`src/design/boc_pkg.sv`:
```
// Shared types and constants of the bytecode operand checker: opcode numbering,
// error codes, constant kinds, register indexes and the configuration struct.
// Used by every other file of the block except boc_ram.sv; depends on nothing.
`default_nettype none

package boc_pkg;

   // Widths fixed by the item fields and the configuration registers.
   localparam int unsigned PC_WIDTH      = 12;
   localparam int unsigned OPCODE_WIDTH  = 6;
   localparam int unsigned OPERAND_WIDTH = 32;
   localparam int unsigned KIND_WIDTH    = 2;
   localparam int unsigned ERROR_WIDTH   = 5;
   localparam int unsigned REG_CNT_WIDTH = 9;
   localparam int unsigned CNT_WIDTH     = 13;

   // Configuration port.
   localparam int unsigned CSR_ADDR_WIDTH = 4;
   localparam int unsigned CSR_DATA_WIDTH = 32;
   localparam logic [1:0] CSR_IDX_REG_COUNT   = 2'd0;
   localparam logic [1:0] CSR_IDX_INSN_COUNT  = 2'd1;
   localparam logic [1:0] CSR_IDX_CONST_COUNT = 2'd2;

   // Commands.
   localparam logic CMD_WRITE_KIND = 1'b0;
   localparam logic CMD_CHECK      = 1'b1;

   // Constant kinds.
   localparam logic [1:0] KIND_INT  = 2'd0;
   localparam logic [1:0] KIND_ATOM = 2'd1;
   localparam logic [1:0] KIND_FUNC = 2'd2;

   // Highest valid term kind for istype.
   localparam logic [2:0] TERM_KIND_MAX = 3'd4;

   // Opcodes, numbered densely.
   localparam logic [5:0] OP_LOADK            = 6'd0;
   localparam logic [5:0] OP_MOVE             = 6'd1;
   localparam logic [5:0] OP_TUPLE            = 6'd2;
   localparam logic [5:0] OP_JUMP             = 6'd3;
   localparam logic [5:0] OP_CALL             = 6'd4;
   localparam logic [5:0] OP_TAILCALL         = 6'd5;
   localparam logic [5:0] OP_RETURN           = 6'd6;
   localparam logic [5:0] OP_TESTATOM         = 6'd7;
   localparam logic [5:0] OP_TESTINT          = 6'd8;
   localparam logic [5:0] OP_TESTEQ           = 6'd9;
   localparam logic [5:0] OP_TESTARITY        = 6'd10;
   localparam logic [5:0] OP_GETELEM          = 6'd11;
   localparam logic [5:0] OP_ADD              = 6'd12;
   localparam logic [5:0] OP_SUB              = 6'd13;
   localparam logic [5:0] OP_MUL              = 6'd14;
   localparam logic [5:0] OP_DIV              = 6'd15;
   localparam logic [5:0] OP_REM              = 6'd16;
   localparam logic [5:0] OP_LT               = 6'd17;
   localparam logic [5:0] OP_LE               = 6'd18;
   localparam logic [5:0] OP_GT               = 6'd19;
   localparam logic [5:0] OP_GE               = 6'd20;
   localparam logic [5:0] OP_FAIL             = 6'd21;
   localparam logic [5:0] OP_SELF             = 6'd22;
   localparam logic [5:0] OP_MAKEREF          = 6'd23;
   localparam logic [5:0] OP_SEND             = 6'd24;
   localparam logic [5:0] OP_SPAWN            = 6'd25;
   localparam logic [5:0] OP_RECVBEGIN        = 6'd26;
   localparam logic [5:0] OP_RECVNEXT         = 6'd27;
   localparam logic [5:0] OP_RECVTAKE         = 6'd28;
   localparam logic [5:0] OP_RECVWAIT         = 6'd29;
   localparam logic [5:0] OP_RECVDEADLINE     = 6'd30;
   localparam logic [5:0] OP_RECVWAITDEADLINE = 6'd31;
   localparam logic [5:0] OP_EXIT             = 6'd32;
   localparam logic [5:0] OP_PRINT            = 6'd33;
   localparam logic [5:0] OP_EPRINT           = 6'd34;
   localparam logic [5:0] OP_GUARD            = 6'd35;
   localparam logic [5:0] OP_GUARDEND         = 6'd36;
   localparam logic [5:0] OP_ISTYPE           = 6'd37;
   localparam logic [5:0] OP_NOP              = 6'd38;

   // Error codes.
   localparam logic [4:0] ERR_NONE        = 5'd0;
   localparam logic [4:0] ERR_OPCODE      = 5'd1;
   localparam logic [4:0] ERR_LOADK       = 5'd2;
   localparam logic [4:0] ERR_MOVE        = 5'd3;
   localparam logic [4:0] ERR_TUPLE       = 5'd4;
   localparam logic [4:0] ERR_JUMP        = 5'd5;
   localparam logic [4:0] ERR_CALL        = 5'd6;
   localparam logic [4:0] ERR_TAILCALL    = 5'd7;
   localparam logic [4:0] ERR_RETURN      = 5'd8;
   localparam logic [4:0] ERR_TESTATOM    = 5'd9;
   localparam logic [4:0] ERR_TESTINT     = 5'd10;
   localparam logic [4:0] ERR_TESTEQ      = 5'd11;
   localparam logic [4:0] ERR_TESTARITY   = 5'd12;
   localparam logic [4:0] ERR_GETELEM     = 5'd13;
   localparam logic [4:0] ERR_ARITH       = 5'd14;
   localparam logic [4:0] ERR_FAIL        = 5'd15;
   localparam logic [4:0] ERR_PROC_DEST   = 5'd16;
   localparam logic [4:0] ERR_SEND        = 5'd17;
   localparam logic [4:0] ERR_SPAWN       = 5'd18;
   localparam logic [4:0] ERR_RECV_DEST   = 5'd19;
   localparam logic [4:0] ERR_RECV_RETRY  = 5'd20;
   localparam logic [4:0] ERR_RECV_DLINE  = 5'd21;
   localparam logic [4:0] ERR_EXIT        = 5'd22;
   localparam logic [4:0] ERR_PRINT       = 5'd23;
   localparam logic [4:0] ERR_EPRINT      = 5'd24;
   localparam logic [4:0] ERR_GUARD       = 5'd25;
   localparam logic [4:0] ERR_ISTYPE      = 5'd26;

   // Function limits held in the configuration registers.
   typedef struct packed {
      logic [REG_CNT_WIDTH-1:0] reg_count;
      logic [CNT_WIDTH-1:0]     insn_count;
      logic [CNT_WIDTH-1:0]     const_count;
   } cfg_type;

endpackage

`default_nettype wire

```
`src/design/boc_check.sv`:
```
// Combinational operand checker: maps one registered instruction, the function
// limits and the looked-up constant kind to an error code. Depends on boc_pkg.
`default_nettype none

module boc_check #(
   parameter int unsigned MAX_ITEMS = 4096
) (
   input  wire boc_pkg::cfg_type                            cfg,
   input  wire logic [boc_pkg::OPCODE_WIDTH-1:0]            opcode,
   input  wire logic signed [boc_pkg::OPERAND_WIDTH-1:0]    operand_a,
   input  wire logic signed [boc_pkg::OPERAND_WIDTH-1:0]    operand_b,
   input  wire logic signed [boc_pkg::OPERAND_WIDTH-1:0]    operand_c,
   input  wire logic [boc_pkg::KIND_WIDTH-1:0]              table_kind,
   output logic [boc_pkg::ERROR_WIDTH-1:0]                  error_code
);

   logic       a_reg, b_reg, c_reg;
   logic       a_tgt, c_tgt;
   logic       a_idx;
   logic       b_nonneg, c_nonneg;
   logic       kind_hit;      // the looked-up constant exists and lies in the table
   logic [boc_pkg::OPERAND_WIDTH-1:0] key;
   logic       tuple_b_ok, tuple_c_ok;
   logic [boc_pkg::REG_CNT_WIDTH-1:0] tuple_room;
   logic       term_ok;

   // Non-negative and strictly below a count.
   function automatic logic below(input logic [31:0] x, input logic [31:0] lim);
      below = !x[31] && (x < lim);
   endfunction

   always_comb begin
      a_reg    = below(operand_a, 32'(cfg.reg_count));
      b_reg    = below(operand_b, 32'(cfg.reg_count));
      c_reg    = below(operand_c, 32'(cfg.reg_count));
      a_tgt    = below(operand_a, 32'(cfg.insn_count));
      c_tgt    = below(operand_c, 32'(cfg.insn_count));
      a_idx    = below(operand_a, 32'(cfg.const_count));
      b_nonneg = !operand_b[31];
      c_nonneg = !operand_c[31];

      // Tail calls name their constant in operand a, everything else in b.
      key      = (opcode == boc_pkg::OP_TAILCALL) ? operand_a : operand_b;
      kind_hit = below(key, 32'(cfg.const_count)) && below(key, 32'(MAX_ITEMS));

      // Tuple: 0 <= b <= n and 0 <= c <= n - b; b fits in the count width once in range.
      tuple_b_ok = b_nonneg && (operand_b <= $signed(32'(cfg.reg_count)));
      tuple_room = cfg.reg_count - operand_b[boc_pkg::REG_CNT_WIDTH-1:0];
      tuple_c_ok = c_nonneg && (operand_c <= $signed(32'(tuple_room)));

      term_ok  = c_nonneg && (operand_c <= $signed(32'(boc_pkg::TERM_KIND_MAX)));

      case (opcode)
         boc_pkg::OP_LOADK:
            error_code = (a_reg && below(operand_b, 32'(cfg.const_count))) ?
                         boc_pkg::ERR_NONE : boc_pkg::ERR_LOADK;
         boc_pkg::OP_MOVE:
            error_code = (a_reg && b_reg) ? boc_pkg::ERR_NONE : boc_pkg::ERR_MOVE;
         boc_pkg::OP_TUPLE:
            error_code = (a_reg && tuple_b_ok && tuple_c_ok) ?
                         boc_pkg::ERR_NONE : boc_pkg::ERR_TUPLE;
         boc_pkg::OP_JUMP:
            error_code = a_tgt ? boc_pkg::ERR_NONE : boc_pkg::ERR_JUMP;
         boc_pkg::OP_CALL:
            error_code = (a_reg && kind_hit && table_kind == boc_pkg::KIND_FUNC && c_reg) ?
                         boc_pkg::ERR_NONE : boc_pkg::ERR_CALL;
         boc_pkg::OP_TAILCALL:
            error_code = (kind_hit && table_kind == boc_pkg::KIND_FUNC && b_reg) ?
                         boc_pkg::ERR_NONE : boc_pkg::ERR_TAILCALL;
         boc_pkg::OP_RETURN:
            error_code = a_reg ? boc_pkg::ERR_NONE : boc_pkg::ERR_RETURN;
         boc_pkg::OP_TESTATOM:
            error_code = (a_reg && kind_hit && table_kind == boc_pkg::KIND_ATOM && c_tgt) ?
                         boc_pkg::ERR_NONE : boc_pkg::ERR_TESTATOM;
         boc_pkg::OP_TESTINT:
            error_code = (a_reg && kind_hit && table_kind == boc_pkg::KIND_INT && c_tgt) ?
                         boc_pkg::ERR_NONE : boc_pkg::ERR_TESTINT;
         boc_pkg::OP_TESTEQ:
            error_code = (a_reg && b_reg && c_tgt) ? boc_pkg::ERR_NONE : boc_pkg::ERR_TESTEQ;
         boc_pkg::OP_TESTARITY:
            error_code = (a_reg && b_nonneg && c_tgt) ?
                         boc_pkg::ERR_NONE : boc_pkg::ERR_TESTARITY;
         boc_pkg::OP_GETELEM:
            error_code = (a_reg && b_reg && c_nonneg) ?
                         boc_pkg::ERR_NONE : boc_pkg::ERR_GETELEM;
         boc_pkg::OP_ADD, boc_pkg::OP_SUB, boc_pkg::OP_MUL, boc_pkg::OP_DIV,
         boc_pkg::OP_REM, boc_pkg::OP_LT, boc_pkg::OP_LE, boc_pkg::OP_GT,
         boc_pkg::OP_GE:
            error_code = (a_reg && b_reg && c_reg) ? boc_pkg::ERR_NONE : boc_pkg::ERR_ARITH;
         boc_pkg::OP_FAIL:
            error_code = a_idx ? boc_pkg::ERR_NONE : boc_pkg::ERR_FAIL;
         boc_pkg::OP_SELF, boc_pkg::OP_MAKEREF:
            error_code = a_reg ? boc_pkg::ERR_NONE : boc_pkg::ERR_PROC_DEST;
         boc_pkg::OP_SEND:
            error_code = (a_reg && b_reg && c_reg) ? boc_pkg::ERR_NONE : boc_pkg::ERR_SEND;
         boc_pkg::OP_SPAWN:
            error_code = (a_reg && kind_hit && table_kind == boc_pkg::KIND_FUNC && c_reg) ?
                         boc_pkg::ERR_NONE : boc_pkg::ERR_SPAWN;
         boc_pkg::OP_RECVBEGIN, boc_pkg::OP_RECVNEXT:
            error_code = (a_reg && b_reg && (operand_a != operand_b)) ?
                         boc_pkg::ERR_NONE : boc_pkg::ERR_RECV_DEST;
         boc_pkg::OP_RECVTAKE, boc_pkg::OP_GUARDEND, boc_pkg::OP_NOP:
            error_code = boc_pkg::ERR_NONE;
         boc_pkg::OP_RECVWAIT, boc_pkg::OP_RECVWAITDEADLINE:
            error_code = a_tgt ? boc_pkg::ERR_NONE : boc_pkg::ERR_RECV_RETRY;
         boc_pkg::OP_RECVDEADLINE:
            error_code = a_reg ? boc_pkg::ERR_NONE : boc_pkg::ERR_RECV_DLINE;
         boc_pkg::OP_EXIT:
            error_code = a_reg ? boc_pkg::ERR_NONE : boc_pkg::ERR_EXIT;
         boc_pkg::OP_PRINT:
            error_code = (a_reg && b_reg) ? boc_pkg::ERR_NONE : boc_pkg::ERR_PRINT;
         boc_pkg::OP_EPRINT:
            error_code = (a_reg && b_reg) ? boc_pkg::ERR_NONE : boc_pkg::ERR_EPRINT;
         boc_pkg::OP_GUARD:
            error_code = a_tgt ? boc_pkg::ERR_NONE : boc_pkg::ERR_GUARD;
         boc_pkg::OP_ISTYPE:
            error_code = (a_reg && b_reg && term_ok) ? boc_pkg::ERR_NONE : boc_pkg::ERR_ISTYPE;
         default:
            error_code = boc_pkg::ERR_OPCODE;
      endcase
   end

endmodule

`default_nettype wire

```
`config.mk`:
```
export PLATFORM = sky130hd
export DESIGN_NAME = boc_check
export DESIGN_NICKNAME = d
export VERILOG_FILES = /design/src/design/boc_pkg.sv /design/src/design/boc_check.sv
export SDC_FILE = /design/constraint.sdc
export NUM_CORES = 1
export LEC_CHECK = 0
export ABC_AREA = 1
export BUFFER_PORTS_ARGS = -buffer_cell sky130_fd_sc_hd__clkbuf_2
export CAP_MARGIN = 30
export CORE_ASPECT_RATIO = 0.6
export CORE_MARGIN = 5
export CORE_UTILIZATION = 25
export DETAILED_ROUTE_END_ITERATION = 16
export PLACE_DENSITY = 0.56
export SLEW_MARGIN = 20
export SYNTH_ARGS = -nofsm -noshare
export SYNTH_HDL_FRONTEND = slang
export SYNTH_SLANG_ARGS = --single-unit
```
`constraint.sdc`:
```
create_clock -name vclk -period 2.6
set_input_delay 0.13 -clock vclk [all_inputs]
set_output_delay 0.13 -clock vclk [all_outputs]
set_load 0.01 [all_outputs]
```
# Word level (Yosys, flattened, before mapping)
# Index checks and enable logic that the tools add are counted.
# op_classes
n_reduce_logical	44
add_sub_neg	1
magnitude_cmp	12
n_eq_ne	41
mux	27
# ops
op	count
$lt 32x13->1	5
$pmux 5 s26	1
$eq 6x5->1 const B	16
$lt 32x9->1	3
$le 32x10->1	2
$mux 5	11
$eq 6x4->1 const B	8
$eq 6x6->1 const B	7
$logic_and 1x1->1	33
$le 32x4->1 const B	1
$lt 32x13->1 const B	1
$mux 32	1
$mux 4	8
$ne 32x32->1	1
$eq 6x3->1 const B	4
$eq 6x2->1 const B	2
$mux 3	4
$reduce_or 9->1	1
$sub 9x9->9	1
$eq 6x1->1 const B	1
$logic_not 6->1	1
$reduce_or 2->1	3
$logic_not 1->1	4
$mux 2	2
other kinds (4)	4
# totals
elab_cells	125
input_bits	139
reg_bits	0
output_inout_bits	5

# Longest topological paths before layout
# depth
depth_word	10
mapped_depth	22
depth_no_buf	21

# Worst setup path before layout
# OpenSTA, ideal clock, no wires.
# synth_timing
kind	in2out
from	in cfg[28] (netlist name)
to	out error_code[2] (netlist name)
n_path_buf	0
arrival_time_ps	2497
path_stages	20
t_required_ps	2470
path_slack_ps	-27
cell_sequence	inv_1 ha_1 a21oi_1 nand2_1 a21oi_1 o21bai_1 a21o_1 a21oi_1 xor2_1 ha_1 nand2_1 inv_1 o21ai_0 nand2_1 o21ai_0 a21oi_1 a21oi_1 a21boi_1 nor3_2 nand2_1
# synth_via
elab_chain_cells	7
word_cells_on_any_way	32
classes_between	add/sub (1); order compare (5); mux (10); reduce/logical (16)
# synth_lines
element	line	text
start, declared	boc_check.sv:8	input wire boc_pkg::cfg_type cfg,
branches (longest 6 deep; another with $le 32x10->1)	n/a	
$pmux 5 s26 (*)	boc_check.sv:53	case (opcode)
end, declared	boc_check.sv:14	output logic [boc_pkg::ERROR_WIDTH-1:0] error_code
# Every way passes the cells marked *.

# Final worst setup path
# layout_timing
from	in cfg[27] (netlist name)
to	out error_code[2] (netlist name)
# The elaborated chain is that of the path after synthesis.

==> results.txt <==
----------------------------------------------------
[Synthesis]
  Total nets after synthesis ... 927
  Most area-hungry cell type in the Yosys netlist ... sky130_fd_sc_hd__ha_1
  Post-synthesis average cell area ... 6.05 um2
  Top cells by area in the synthesized netlist ... sky130_fd_sc_hd__ha_1, sky130_fd_sc_hd__nand2_1, sky130_fd_sc_hd__inv_1
  Most common cell in the synthesized netlist ... sky130_fd_sc_hd__nand2_1
  Share of synthesized area occupied by flip-flops and latches ... 0
  Count of warnings emitted by yosys ... 0
  Count of different cell masters after synthesis ... 43
  Synthesized instance count ... 684
  Area share of the largest cell type after synthesis ... 0.312
  Commonest cells in the synthesized netlist ... sky130_fd_sc_hd__nand2_1, sky130_fd_sc_hd__inv_1, sky130_fd_sc_hd__ha_1
  Mapped Area ... 4140 um2

[Clock tree]
  Number of buffers inserted for hold repair after clock tree synthesis ... 0

[Global route]
  Total congestion overflow after global routing ... 0
  Initial antenna violation count ... 0
  Met3 track utilization from global routing ... 0.0168
  Layer carrying the most global-route usage ... met1
  Wire length of the first global-routing pass ... 25.6 mm
  Number of global-route vias before repair ... 4918
  GR Layer Usage met2 ... 0.224
  Maximum number of pins on one net before global-route repair ... 10
  Global Route met1 Usage ... 0.279
  Overall routing resource usage ... 0.164

[Final layout]
  Clock buffer cells ... 0
  Final standard cell area without fillers ... 6060 um2
  Final #Nets ... 1165
  Area delta synth->final ... 46.6%
  Number of sequential cells ... 0
  Storage element area ... 0 um2
  Ant. Diodes ... 0
  Area used by multi-input combinational logic ... 3890 um2
  Share of cells above drive strength 1 ... 0.320
  Filler cells ... 1808

[Die]
  Chip height ... 110 um
  Core Footprint ... 16200 um2
  X dimension of the die ... 176 um
  Ports ... 144
  Total Die Area ... 19300 um2
  Number of placement rows ... 36
  Starting utilization of the core area ... 0.255

[Timing]
  Fin worst setup slack ... -374 ps
  Final hold slack ... 839 ps
  Unrepaired setup endpoints after global routing ... true
  Fraction of the cycle the final worst path needs ... 1.14
  Top achievable clock speed ... 336 MHz
  Endpoints failing setup ... 4
  Post-layout minimum cycle time ... 2970 ps
  Headroom to the max-slew limit ... 0.719
  Number of failing hold endpoints at the final stage ... 0
  Number of max-slew violations in the final report ... 0
  Least-Margin Pin Slew ... 417 ps
  Setup TNS Final ... -636 ps

[Place]
  Buffers added on ports ... 144
  Estimated wirelength of the detail-placed design ... 15.1 mm
  Final weighted congestion in routability-driven placement ... 0.941
  Post-Place Cell Area ... 5750 um2

[Route]
  Total DRC errors in the routed layout ... 0
  TritonRoute pass-1 iters ... 5
  Post-route ant nets ... 0
  Iter 0 DRT Violations ... 275
  Aggregate routed wire length ... 16.7 mm
  Avg WL per Cell ... 14.8 um
  Routed vias ... 5166
  Vias per inst ... 4.58

[Worst setup path]
  Worst Setup End Kind ... output port
  Critical path launch point type ... input port
  Critical path data arrival time ... 2840 ps
  Data required time of the critical path ... 2470 ps
  Setup Crit Path Kind ... input port to output port
  Worst-path fanout max ... 2

[Power and ir drop]
  VDD IR-drop max ... 0.0514 mV
  Power Total ... 0.959 mW
  Pwr Density ... 158 nW/um2
  Static power due to leakage ... 3.31 nW

[Status]
  Outcome ... complete, but fails checks
  Violations in the final reports ... setup timing

[Worst hold path]
  Min-delay worst type ... input port to output port

[Flow run]
  Max-cap violation count ... 0

----------------------------------------------------
==> placed cells by master (no fill, tap or decap), drive strengths merged, types with 3 or more instances in the layout <==
| cell type | instances |
|---|---|
| buf | 99 |
| o211ai | 5 |
| nand4 | 25 |
| xnor2 | 26 |
| nor2 | 102 |
| o21ai | 28 |
| xor2 | 12 |
| nand3 | 25 |
| inv | 108 |
| nand3b | 3 |
| nand2 | 142 |
| o21a | 5 |
| ha | 103 |
| clkbuf | 139 |
| a21oi | 49 |
| nor4 | 11 |
| nor3 | 21 |
==> logic make-up after synthesis <==
family / synth area share
xor+xnor: 0.0805
simple gates: 0.363
fa+ha+maj: 0.316
buf+inv: 0.104
compound gates: 0.136
==> worst max-delay path, cell delays in order <==
cell,delay [ps]
sky130_fd_sc_hd__buf_8,100
sky130_fd_sc_hd__buf_6,110
sky130_fd_sc_hd__ha_4,160
sky130_fd_sc_hd__a21oi_4,150
sky130_fd_sc_hd__nand2_2,90
sky130_fd_sc_hd__buf_4,140
sky130_fd_sc_hd__buf_4,120
sky130_fd_sc_hd__buf_4,120
sky130_fd_sc_hd__buf_4,120
sky130_fd_sc_hd__xnor2_1,190
sky130_fd_sc_hd__ha_1,280
sky130_fd_sc_hd__nand2_1,80
sky130_fd_sc_hd__o21bai_1,150
sky130_fd_sc_hd__a21oi_2,70
sky130_fd_sc_hd__o21ai_1,130
sky130_fd_sc_hd__a21oi_1,80
sky130_fd_sc_hd__a21oi_1,120
sky130_fd_sc_hd__a21boi_1,90
sky130_fd_sc_hd__nor3_2,200
sky130_fd_sc_hd__nand2_1,70
sky130_fd_sc_hd__buf_2,140
==> power by group <==
group          total (mW)  internal (mW)  switching, mW
registers               0              0              0
clock network           0              0              0
logic               0.959          0.455          0.504
==> final cells by class <==
| cell class | count | share of cell area |
|---|---|---|
| well taps | 209 | 0.0431 |
| repair buffers | 238 | 0.245 |
| multi-input cells | 573 | 0.642 |
| inverters | 109 | 0.0692 |
==> path summary, 6_finish.rpt <==
path,start,endpoint,slack (ps),cells after the start
setup / recovery,cfg[27],error_code[2],-370,21
hold / removal,table_kind[0],error_code[1],840,8
==> layer usage <==
metal | wire length [um] | up-vias
li1 | - | 2758
met2 | 5900 | 163
met1 | 9510 | 2239
met3 | 1200 | 6
met4 | 44 | 0
met5 | 0 | -
==> stage by stage <==
| stage | setup slack (ps) | std cells | utilization |
|---|---|---|---|
| after floorplan | 31.3 | 684 | - |
| after global placement | -466 | 1119 | 0.354 |
| after detailed placement | -515 | 1119 | 0.354 |
| after CTS | -239 | 1126 | 0.367 |
| after global routing | -615 | 1129 | 0.374 |
| final | -374 | 1129 | 0.374 |
==> what timing repair did <==
action                                  in CTS  in global routing
endpoints found under the setup margin       5                  5
resized for setup                           39                 31
setup buffers                                7                  3
pin swaps                                   18                 26
Power figures use the tool's default switching activity.
